[src/hdl/i2p_pkg.sv]
// Package for the infix-to-postfix converter.
// Holds token and result codes and the controller/datapath interface structs.
// Depends on nothing.
package i2p_pkg;

	// Input token kinds.
	localparam logic [2:0] TK_OPERAND  = 3'd0;
	localparam logic [2:0] TK_OPEN     = 3'd1;
	localparam logic [2:0] TK_CLOSE    = 3'd2;
	localparam logic [2:0] TK_OPERATOR = 3'd3;
	localparam logic [2:0] TK_END      = 3'd4;

	// Result kinds.
	localparam logic [1:0] RK_OPERAND  = 2'd0;
	localparam logic [1:0] RK_OPERATOR = 2'd1;
	localparam logic [1:0] RK_ERROR    = 2'd2;
	localparam logic [1:0] RK_END      = 2'd3;

	// Error codes.
	localparam logic [1:0] ERR_NONE        = 2'd0;
	localparam logic [1:0] ERR_UNMATCHED_C = 2'd1;
	localparam logic [1:0] ERR_UNMATCHED_O = 2'd2;
	localparam logic [1:0] ERR_OVERFLOW    = 2'd3;

	// Stack entry code for an open parenthesis; operators use codes 0 to 3.
	localparam logic [2:0] PAREN_CODE = 3'd4;

	// Commands from the controller to the datapath.
	typedef struct packed {
		logic       load_token;
		logic       push;
		logic       push_paren;
		logic       pop;
		logic       emit;
		logic [1:0] res_kind;
		logic [1:0] res_err;
		logic       res_last;
	} i2p_cmd_t;

	// Status from the datapath to the controller.
	typedef struct packed {
		logic [2:0] kind;
		logic       count_zero;
		logic       full;
		logic       top_is_paren;
		logic       next_is_paren;
		logic       top_prec_ge;
		logic       next_stays;
		logic       out_free;
	} i2p_sts_t;

endpackage

[src/hdl/i2p_dp.sv]
// Datapath of the infix-to-postfix converter: token register, operator stack
// memory with two registered read ports, stack count and output register.
// Depends on i2p_pkg.
module i2p_dp #(
	parameter int STACK_DEPTH = 16
) (
	input  logic              clk,
	input  logic              arst_n,
	input  i2p_pkg::i2p_cmd_t cmd,
	output i2p_pkg::i2p_sts_t sts,
	input  logic [2:0]        token_kind,
	input  logic [15:0]       operand_value,
	input  logic [1:0]        operator_code,
	output logic              out_valid,
	input  logic              out_ready,
	output logic [1:0]        out_kind,
	output logic [15:0]       out_value,
	output logic [1:0]        out_operator,
	output logic [1:0]        error_code,
	output logic              last_of_run
);

	localparam int CW = $clog2(STACK_DEPTH + 1);
	localparam int AW = $clog2(STACK_DEPTH);

	logic [2:0]    tok_kind_q;
	logic [15:0]   tok_value_q;
	logic [1:0]    tok_code_q;
	logic [CW-1:0] count_q;
	logic [CW-1:0] cnt_m1;
	logic [CW-1:0] cnt_m2;
	logic [2:0]    stack_mem [STACK_DEPTH];
	logic [2:0]    top_q;
	logic [2:0]    next_q;
	logic [2:0]    push_val;
	logic          out_valid_q;

	assign cnt_m1   = count_q - CW'(1);
	assign cnt_m2   = count_q - CW'(2);
	assign push_val = cmd.push_paren ? i2p_pkg::PAREN_CODE : {1'b0, tok_code_q};

	// Token register.
	always_ff @(posedge clk) begin
		if (cmd.load_token) begin
			tok_kind_q  <= token_kind;
			tok_value_q <= operand_value;
			tok_code_q  <= operator_code;
		end
	end

	// Stack count.
	always_ff @(posedge clk or negedge arst_n) begin
		if (!arst_n) begin
			count_q <= '0;
		end else if (cmd.push) begin
			count_q <= count_q + CW'(1);
		end else if (cmd.pop) begin
			count_q <= cnt_m1;
		end
	end

	// Stack memory: one write port, top and second entries read every cycle.
	always_ff @(posedge clk) begin
		if (cmd.push) begin
			stack_mem[count_q[AW-1:0]] <= push_val;
		end
		top_q  <= stack_mem[cnt_m1[AW-1:0]];
		next_q <= stack_mem[cnt_m2[AW-1:0]];
	end

	// Output register; a beat leaves when out_ready is high.
	always_ff @(posedge clk or negedge arst_n) begin
		if (!arst_n) begin
			out_valid_q <= 1'b0;
		end else if (cmd.emit) begin
			out_valid_q <= 1'b1;
		end else if (out_ready) begin
			out_valid_q <= 1'b0;
		end
	end

	always_ff @(posedge clk) begin
		if (cmd.emit) begin
			out_kind     <= cmd.res_kind;
			out_value    <= (cmd.res_kind == i2p_pkg::RK_OPERAND) ? tok_value_q : 16'd0;
			out_operator <= (cmd.res_kind == i2p_pkg::RK_OPERATOR) ? top_q[1:0] : 2'd0;
			error_code   <= cmd.res_err;
			last_of_run  <= cmd.res_last;
		end
	end

	assign out_valid = out_valid_q;

	// Status toward the controller.
	always_comb begin
		sts.kind          = tok_kind_q;
		sts.count_zero    = (count_q == '0);
		sts.full          = (count_q == CW'(STACK_DEPTH));
		sts.top_is_paren  = (top_q == i2p_pkg::PAREN_CODE);
		sts.next_is_paren = (count_q >= CW'(2)) && (next_q == i2p_pkg::PAREN_CODE);
		sts.top_prec_ge   = (top_q[1] >= tok_code_q[1]);
		// The entry below the top is missing, an open parenthesis or of lower precedence.
		sts.next_stays    = (count_q < CW'(2)) || (next_q == i2p_pkg::PAREN_CODE)
			|| (next_q[1] < tok_code_q[1]);
		sts.out_free      = !out_valid_q || out_ready;
	end

endmodule

[src/hdl/i2p_ctrl.sv]
// Controller of the infix-to-postfix converter: accepts tokens and steps the
// stack pushes, pops and result beats of each one.
// Depends on i2p_pkg.
module i2p_ctrl (
	input  logic              clk,
	input  logic              arst_n,
	input  logic              in_valid,
	output logic              in_ready,
	input  i2p_pkg::i2p_sts_t sts,
	output i2p_pkg::i2p_cmd_t cmd
);

	localparam logic [1:0] ST_IDLE = 2'd0;
	localparam logic [1:0] ST_EVAL = 2'd1;
	localparam logic [1:0] ST_WAIT = 2'd2;

	logic [1:0] state_q;
	logic [1:0] state_d;

	// State register.
	always_ff @(posedge clk or negedge arst_n) begin
		if (!arst_n) begin
			state_q <= ST_IDLE;
		end else begin
			state_q <= state_d;
		end
	end

	assign in_ready = (state_q == ST_IDLE);

	// Next state and commands.
	always_comb begin
		cmd     = '0;
		state_d = state_q;
		unique case (state_q)
			ST_IDLE: begin
				if (in_valid) begin
					cmd.load_token = 1'b1;
					state_d        = ST_EVAL;
				end
			end
			ST_WAIT: begin
				// The read ports catch up with the new count.
				state_d = ST_EVAL;
			end
			ST_EVAL: begin
				unique case (sts.kind)
					i2p_pkg::TK_OPERAND: begin
						if (sts.out_free) begin
							cmd.emit     = 1'b1;
							cmd.res_kind = i2p_pkg::RK_OPERAND;
							cmd.res_last = 1'b1;
							state_d      = ST_IDLE;
						end
					end
					i2p_pkg::TK_OPEN: begin
						if (sts.full) begin
							if (sts.out_free) begin
								cmd.emit     = 1'b1;
								cmd.res_kind = i2p_pkg::RK_ERROR;
								cmd.res_err  = i2p_pkg::ERR_OVERFLOW;
								cmd.res_last = 1'b1;
								state_d      = ST_IDLE;
							end
						end else begin
							cmd.push       = 1'b1;
							cmd.push_paren = 1'b1;
							state_d        = ST_IDLE;
						end
					end
					i2p_pkg::TK_CLOSE: begin
						if (sts.count_zero) begin
							if (sts.out_free) begin
								cmd.emit     = 1'b1;
								cmd.res_kind = i2p_pkg::RK_ERROR;
								cmd.res_err  = i2p_pkg::ERR_UNMATCHED_C;
								cmd.res_last = 1'b1;
								state_d      = ST_IDLE;
							end
						end else if (sts.top_is_paren) begin
							// Matching parenthesis is dropped silently.
							cmd.pop = 1'b1;
							state_d = ST_IDLE;
						end else if (sts.out_free) begin
							// Last beat when the match sits right below.
							cmd.emit     = 1'b1;
							cmd.pop      = 1'b1;
							cmd.res_kind = i2p_pkg::RK_OPERATOR;
							cmd.res_last = sts.next_is_paren;
							state_d      = ST_WAIT;
						end
					end
					i2p_pkg::TK_OPERATOR: begin
						if (!sts.count_zero && !sts.top_is_paren && sts.top_prec_ge) begin
							if (sts.out_free) begin
								// Last beat when the entry below will not be popped.
								cmd.emit     = 1'b1;
								cmd.pop      = 1'b1;
								cmd.res_kind = i2p_pkg::RK_OPERATOR;
								cmd.res_last = sts.next_stays;
								state_d      = ST_WAIT;
							end
						end else if (sts.full) begin
							if (sts.out_free) begin
								cmd.emit     = 1'b1;
								cmd.res_kind = i2p_pkg::RK_ERROR;
								cmd.res_err  = i2p_pkg::ERR_OVERFLOW;
								cmd.res_last = 1'b1;
								state_d      = ST_IDLE;
							end
						end else begin
							cmd.push = 1'b1;
							state_d  = ST_IDLE;
						end
					end
					i2p_pkg::TK_END: begin
						if (sts.out_free) begin
							cmd.emit = 1'b1;
							if (sts.count_zero) begin
								cmd.res_kind = i2p_pkg::RK_END;
								cmd.res_last = 1'b1;
								state_d      = ST_IDLE;
							end else begin
								// Flush: leftover open parentheses become errors.
								cmd.pop = 1'b1;
								if (sts.top_is_paren) begin
									cmd.res_kind = i2p_pkg::RK_ERROR;
									cmd.res_err  = i2p_pkg::ERR_UNMATCHED_O;
								end else begin
									cmd.res_kind = i2p_pkg::RK_OPERATOR;
								end
								state_d = ST_WAIT;
							end
						end
					end
					default: begin
						// Unknown kinds are ignored.
						state_d = ST_IDLE;
					end
				endcase
			end
			default: begin
				state_d = ST_IDLE;
			end
		endcase
	end

endmodule

[src/hdl/infix_to_postfix_converter.sv]
// Infix-to-postfix converter, shunting-yard scheme, one token per input beat.
// Steps: the token register loads in the idle state, the evaluate state emits into the output register.
// A new token is taken only once the last one is done; each result beat that pops the
// stack passes a wait state, bound by the registered read of the stack memory; dropping the
// matching open parenthesis needs no wait state. Output stalls hold the evaluate state.
// Reset: arst_n clears the stack count, controller state and output valid.
module infix_to_postfix_converter #(
	parameter int STACK_DEPTH = 16
) (
	input  logic        clk,
	input  logic        arst_n,
	input  logic        in_valid,
	output logic        in_ready,
	input  logic [2:0]  token_kind,
	input  logic [15:0] operand_value,
	input  logic [1:0]  operator_code,
	output logic        out_valid,
	input  logic        out_ready,
	output logic [1:0]  out_kind,
	output logic [15:0] out_value,
	output logic [1:0]  out_operator,
	output logic [1:0]  error_code,
	output logic        last_of_run
);

	i2p_pkg::i2p_cmd_t cmd;
	i2p_pkg::i2p_sts_t sts;

	// Sequencer.
	i2p_ctrl u_ctrl (
		.clk      (clk),
		.arst_n   (arst_n),
		.in_valid (in_valid),
		.in_ready (in_ready),
		.sts      (sts),
		.cmd      (cmd)
	);

	// Stack and result datapath.
	i2p_dp #(
		.STACK_DEPTH (STACK_DEPTH)
	) u_dp (
		.clk           (clk),
		.arst_n        (arst_n),
		.cmd           (cmd),
		.sts           (sts),
		.token_kind    (token_kind),
		.operand_value (operand_value),
		.operator_code (operator_code),
		.out_valid     (out_valid),
		.out_ready     (out_ready),
		.out_kind      (out_kind),
		.out_value     (out_value),
		.out_operator  (out_operator),
		.error_code    (error_code),
		.last_of_run   (last_of_run)
	);

endmodule

[config.mk]
export PLATFORM = sky130hd
export DESIGN_NAME = infix_to_postfix_converter
export DESIGN_NICKNAME = d
export VERILOG_FILES = /design/src/hdl/i2p_pkg.sv /design/src/hdl/i2p_dp.sv /design/src/hdl/i2p_ctrl.sv /design/src/hdl/infix_to_postfix_converter.sv
export SDC_FILE = /design/constraint.sdc
export NUM_CORES = 1
export LEC_CHECK = 0
export ABC_CLOCK_PERIOD_IN_PS = 3600
export BUFFER_PORTS_ARGS = -buffer_cell sky130_fd_sc_hd__buf_2
export CAP_MARGIN = 20
export CORE_UTILIZATION = 30
export DETAILED_ROUTE_END_ITERATION = 12
export GPL_TIMING_DRIVEN = 0
export PLACE_DENSITY = 0.56
export SETUP_SLACK_MARGIN = 0.2
export SYNTH_ARGS = -nofsm -noshare
export SYNTH_HDL_FRONTEND = slang
export SYNTH_SLANG_ARGS = --single-unit
[constraint.sdc]
create_clock -name clk -period 3.6 [get_ports clk]
set_clock_uncertainty 0.05 [all_clocks]
set_input_delay 0.36 -clock clk [delete_from_list [all_inputs] [get_ports clk]]
set_output_delay 0.36 -clock clk [all_outputs]
set_load 0.005 [all_outputs]
; ---- After elaboration in Yosys (flattened, before gate mapping)
; Memory sizes are Yosys's and may differ from the RTL's. A register that Yosys moved wholly into a read port is not among the register bits.
; Cells that the tools add are included.
[word_totals]
register_bits = 52
mem_bits_rw = 48
in_bits = 25
elab_cells = 103
mem_count = 1
[op_classes]
n_addsub = 3
magnitude_cmp = 4
n_eq_ne = 12
muxes = 56
reduce_logical = 16
[memory_table]
columns = name, words, word_bits, read_ports, rd_clocked_by_memory_dff, write_ports, line
row1 = u_dp.stack_mem, 16, 3, 2, 2, 1, i2p_dp.sv:32  ; logic [2:0] stack_mem [STACK_DEPTH];
[ops]
columns = cell, n
row1 = 2-bit two-way mux, 16
row2 = 1-bit two-way mux, 20
row3 = 6-bit two-way mux, 3
row4 = 3-bit two-way mux, 5
row5 = 3-bit case mux with 5 select lines, 1
row6 = 5-bit two-way mux, 2
row7 = 2-bit case mux with 5 select lines, 1
row8 = "3-bit equality test, second input constant", 3
row9 = 9-bit two-way mux, 1
row10 = 2-bit case mux with 4 select lines, 1
row11 = 7-bit two-way mux, 1
row12 = "3-bit by 2-bit equality test with 1-bit output, second input constant", 2
row13 = 2-bit case mux with 3 select lines, 1
row14 = "5-bit by 1-bit adder with 5-bit output, second input constant", 1
row15 = "5-bit equality test, second input constant", 1
row16 = "5-bit by 2-bit greater-or-equal comparator with 1-bit output, second input constant", 1
row17 = 5-bit logical NOT, 1
row18 = "5-bit by 2-bit < comparator with 1-bit output, second input constant", 1
row19 = 1-bit case mux with 5 select lines, 1
row20 = "5-bit by 1-bit subtractor with 5-bit output, second input constant", 1
row21 = "2-bit by 1-bit equality test with 1-bit output, second input constant", 2
row22 = 2-bit logical NOT, 2
row23 = 4-bit two-way mux, 1
row24 = 2-bit nonzero test, 2
row25 = 14 further kinds, 20

; ---- Longest topological paths before layout
[logic_depth]
ltp_word = 9
ltp_mapped = 12

; ---- Cells and area by module
; A second synthesis with hierarchy kept.
[unflattened]
hier_cells = 326
hier_area_um2 = 4882.2
[modules_own_cells]
columns = mod, instances, cells_per_inst, area_each_um2, seq_area_each_um2
row1 = i2p_dp, 1, 254, 4393.0, 3032.9
row2 = i2p_ctrl, 1, 72, 489.2, 50.0

; ---- Worst setup path before layout
; Ideal clock, no wire load.
[synth_timing]
path_kind = reg2reg
startpoint = register u_dp.count_q[0]
endpoint = memory u_dp.stack_mem[0][0], data pin
setup_ps = 385
t_arrival_ps = 3409
required_ps = 3165
setup_slack_ps = -245
stages_incl_launch_ff = 9
path_buffers = 3
period_less_slack_ps = 3845
cell_sequence = dfrtp_1 > buf_2 > buf_2 > clkbuf_1 > inv_1 > ha_1 > and4bb_4 > nor4_1 > nor2b_1
[synth_rtl]
columns = item, line
row1 = start: declaration, i2p_dp.sv:29  ; logic [CW-1:0] count_q;
row2 = start signal: assignment, i2p_dp.sv:56  ; count_q <= count_q + CW'(1);
row3 = start signal: assignment, i2p_dp.sv:58  ; count_q <= cnt_m1;
row4 = end: declaration, i2p_dp.sv:32

; ---- Worst setup path in the final report
[layout_timing]
startpoint = register u_dp.count_q[0]
endpoint = memory u_dp.stack_mem[15][1], enable pin
[layout_via]
elab_chain_len = 9
[layout_rtl]
columns = item, line
row1 = 5-bit logical NOT, i2p_dp.sv:97  ; sts.count_zero = (count_q == '0);
row2 = 1-bit logical NOT, i2p_ctrl.sv:94  ; if (!sts.count_zero && !sts.top_is_paren && sts.top_prec_ge) begin
row3 = 1-bit logical AND (2 in a row), i2p_ctrl.sv:94
row4 = 1-bit two-way mux, i2p_ctrl.sv:94
row5 = 1-bit case mux with 2 select lines, i2p_ctrl.sv:47  ; unique case (sts.kind)
row6 = 9-bit two-way mux, i2p_ctrl.sv:35  ; unique case (state_q)
row7 = 1-bit two-way mux, i2p_dp.sv:64  ; if (cmd.push) begin
row8 = 1-bit two-way mux (implied by the code), i2p_dp.sv:65  ; stack_mem[count_q[AW-1:0]] <= push_val;
; Parallel ways exist; a longest one is shown, timed or not.

==> impl_metrics.json <==
{
  "status": "complete, no violations",
  "path_max_fanout": 10,
  "drt-wirelength-per-cell_um": 17.7,
  "required_ps": 3610,
  "n_fill_cell": 1423,
  "first_pass_iters": 4,
  "p_per_area_mw_per_mm2": 688,
  "wl_mm": 10.4,
  "core-area_mm2": 0.0154,
  "routed_via_density": 4.89,
  "die_h_um": 128,
  "rows": 45,
  "synth_fp_nets": 333,
  "synth_enable_flop_cells": 92,
  "post-dp-hpwl_mm": 7.25,
  "seq_power_share_pct": 39.9,
  "ant_nets": 0,
  "crit_path_end_kind": "register",
  "first_iter_violations": 193,
  "avgSynthCellArea_um2": 15.9,
  "synth_top_area_cell": "edfxtp_1",
  "initial_core_util_pct": 31.2,
  "rsz0062_at_grt": "false",
  "drive_gt1_share_pct": 39.2,
  "diodes": 0,
  "min_period_ps": 3260,
  "final-setup-viol-count": 0,
  "grt_pass1_wl_mm": 16.3,
  "grt_remaining_overflow": 0,
  "hp-start": "operator_code[0]",
  "area_delta_synth_final_pct": 21.1,
  "ys_ff_latch": 106,
  "grt_usage_pct": 13.4,
  "slew_viol_final": 0,
  "hold_viol": 0,
  "startpoint": "u_dp.count_q[0]",
  "utilization_pct": 37.7,
  "synth-async-reset-ratio_pct": 7.55,
  "pre_cts_ws_ps": -520,
  "num-nets-final": 402,
  "grt_max_degree": 22,
  "cts.htree.levels": 3,
  "ios": 50,
  "gp_congestion": 0.901,
  "tightest_slew_ps": 1070,
  "ys.flop_type": "edfxtp_1",
  "fmax_mhz": 307,
  "timing.final.crit_share_pct": 90.4,
  "dr_total_vias": 2866,
  "timing.rr.start": "u_dp.count_q[0]",
  "root_buffer": "clkbuf_16",
  "path_class": "register to register",
  "cts_tree": "yes",
  "insertion_delay_ps": 340,
  "clkPwrFrac_pct": 22.5,
  "power.switching_w": 0.00128,
  "portBuffers": 49,
  "synthesis.area_mm2": 0.00479,
  "cts_buffers": 9,
  "p_total_w": 0.00399,
  "cts_sinks": 106,
  "p_int_w": 0.00271,
  "cap_violations": 0,
  "die-area_mm2": 0.0165,
  "grt_antenna_before_repair": 0,
  "cts.path.max_buffers": 2,
  "sw_frac_of_total_pct": 32.1,
  "synth_warnings": 0,
  "grt_pass1_vias": 2953,
  "hold_path.class": "primary input to register",
  "start_kind": "register",
  "seq_area_frac_synth_pct": 64.4,
  "synthTopCellsByArea": "edfxtp_1 58%, mux4_2 14%, dfrtp_1 4.2%, nor2b_1 2.6%, dfxtp_1 2.5%",
  "ir_worst_vdd_mv": 0.266,
  "setup_ws_ps": 345,
  "clk_pin_slew_ps": 70,
  "slew_headroom_pct": 28.8,
  "drc": 0,
  "syn_inst": 301,
  "combPwrFrac_pct": 37.7,
  "leakagePower_nw": 2.01,
  "cp.arrival_ps": 3260,
  "synth_top_area_share_pct": 57.7,
  "netlist-cell-type-count": 52,
  "dieWidth_um": 128
}
[layout by cell type (no fill, tap or decap), types with 5 or more instances in the layout]
master,count
nor3_1,7
clkbuf_16,9
nor2b_1,20
mux4_2,30
edfxtp_1,92
nand2_1,12
dfxtp_1,6
nor2_4,8
dfrtp_1,8
buf_4,9
buf_2,51
ha_1,6
a21oi_1,7
nor2_1,11
nand3_1,5
nor2_2,9
inv_1,5
[per-stage QoR]
stage	instances	setup TNS, ps	instance area [µm²]	hold WS (ps)
finish	586	0	5800	141
global route	586	0	5800	125
CTS	584	0	5750	126
detailed placement	561	-33490	5320	181
global placement	561	-52490	5310	176
floorplan	301	0	4800	14.4
[area by class of cell]
type | instances | area, µm² | area share, %
Buffer | 11 | 72.6 | 1.25
Clock buffer | 9 | 225 | 3.88
Clock inverter | 7 | 43.8 | 0.755
Inverter | 7 | 26.3 | 0.453
Multi-Input combinational cell | 178 | 1770 | 30.6
Sequential cell | 106 | 3080 | 53.2
Tap cell | 211 | 264 | 4.55
Timing Repair Buffer | 57 | 312 | 5.37
[critical path, cell delays in order, from the launching register on]
cell and delay, ps:
dfrtp_1 430, buf_6 170, buf_4 200, buf_4 210, inv_2 130, ha_4 170, or4b_4 500, and4_4 230
nor4_4 270, buf_6 170, buf_4 130, nand4_1 150, inv_2 140
[cells in the mapped netlist, types with 2 or more instances]
master / instances
a211oi_1: 2
a21oi_1: 8
a32o_1: 2
and2_1: 4
and2b_1: 2
buf_2: 5
clkbuf_1: 5
dfrtp_1: 8
dfxtp_1: 6
edfxtp_1: 92
ha_1: 7
inv_1: 7
mux4_2: 30
nand2_1: 16
nand2b_1: 3
nand3_1: 5
nand4_1: 2
nor2_1: 27
nor2b_1: 20
nor3_1: 7
nor3b_1: 2
nor4b_1: 2
o21ai_0: 4
or3_1: 2
xnor2_1: 3
xor2_1: 4
[power groups by stage]
stage          clock network, W  logic [W]  registers, W
6_report               0.000897    0.00150       0.00159
5_1_grt                0.000972    0.00163       0.00161
4_1_cts                0.000931    0.00149       0.00159
3_5_place_dp                  0    0.00141       0.00162
3_3_place_gp                  0    0.00140       0.00161
2_1_floorplan                 0    0.00106       0.00159
[registers in the layout (all words and copies together) (netlist names), 3 cells and up]
signal            flops
u_dp.top_q            3
u_dp.out_value       16
u_dp.next_q           3
u_dp.count_q          5
u_dp.tok_value_q     16
u_dp.stack_mem       48
u_dp.tok_kind_q       3
[cell families after synthesis]
group	after synthesis	synth area share, %
xor+xnor	7	1.28
mux	31	14.3
flops	106	64.4
buf+inv	18	1.70
compound gates	28	4.18
fa+ha+maj	7	1.83
simple gates	104	12.3
[path summary, 6_finish.rpt]
check / end / slack (ps) / cells after the start
max: u_dp.stack_mem[15][1] / 340 / 12
min: u_dp.tok_code_q[0] / 140 / 1
max reg2reg: u_dp.stack_mem[15][1] / 340 / 12
min reg2reg: u_ctrl.state_q[0] / 430 / 1
max in group asynchronous: u_ctrl.state_q[0] / 2950 / 2
min in group asynchronous: u_dp.count_q[0] / 350 / 2
[metal layers]
metal / track usage (%) / routed length [µm] / up-vias / part of all wire (%)
met1: 16.7 / 4420 / 1426 / 43
li1: - / - / 1311 / -
met3: 3.20 / 572 / 12 / 5.5
met4: 5.19 / 185 / 0 / 1.8
met5: 0 / 0 / - / 0
met2: 22.5 / 5180 / 117 / 50
[what timing repair did]
item,CTS,global route
setup endpoints to repair,141,87
hold buffers,1,0
gates resized for setup,36,7
hold endpoints to repair,8,0
buffers inserted,5,0
gates cloned,1,0
pin swaps,3,2
(Power assumes the default switching activity.)
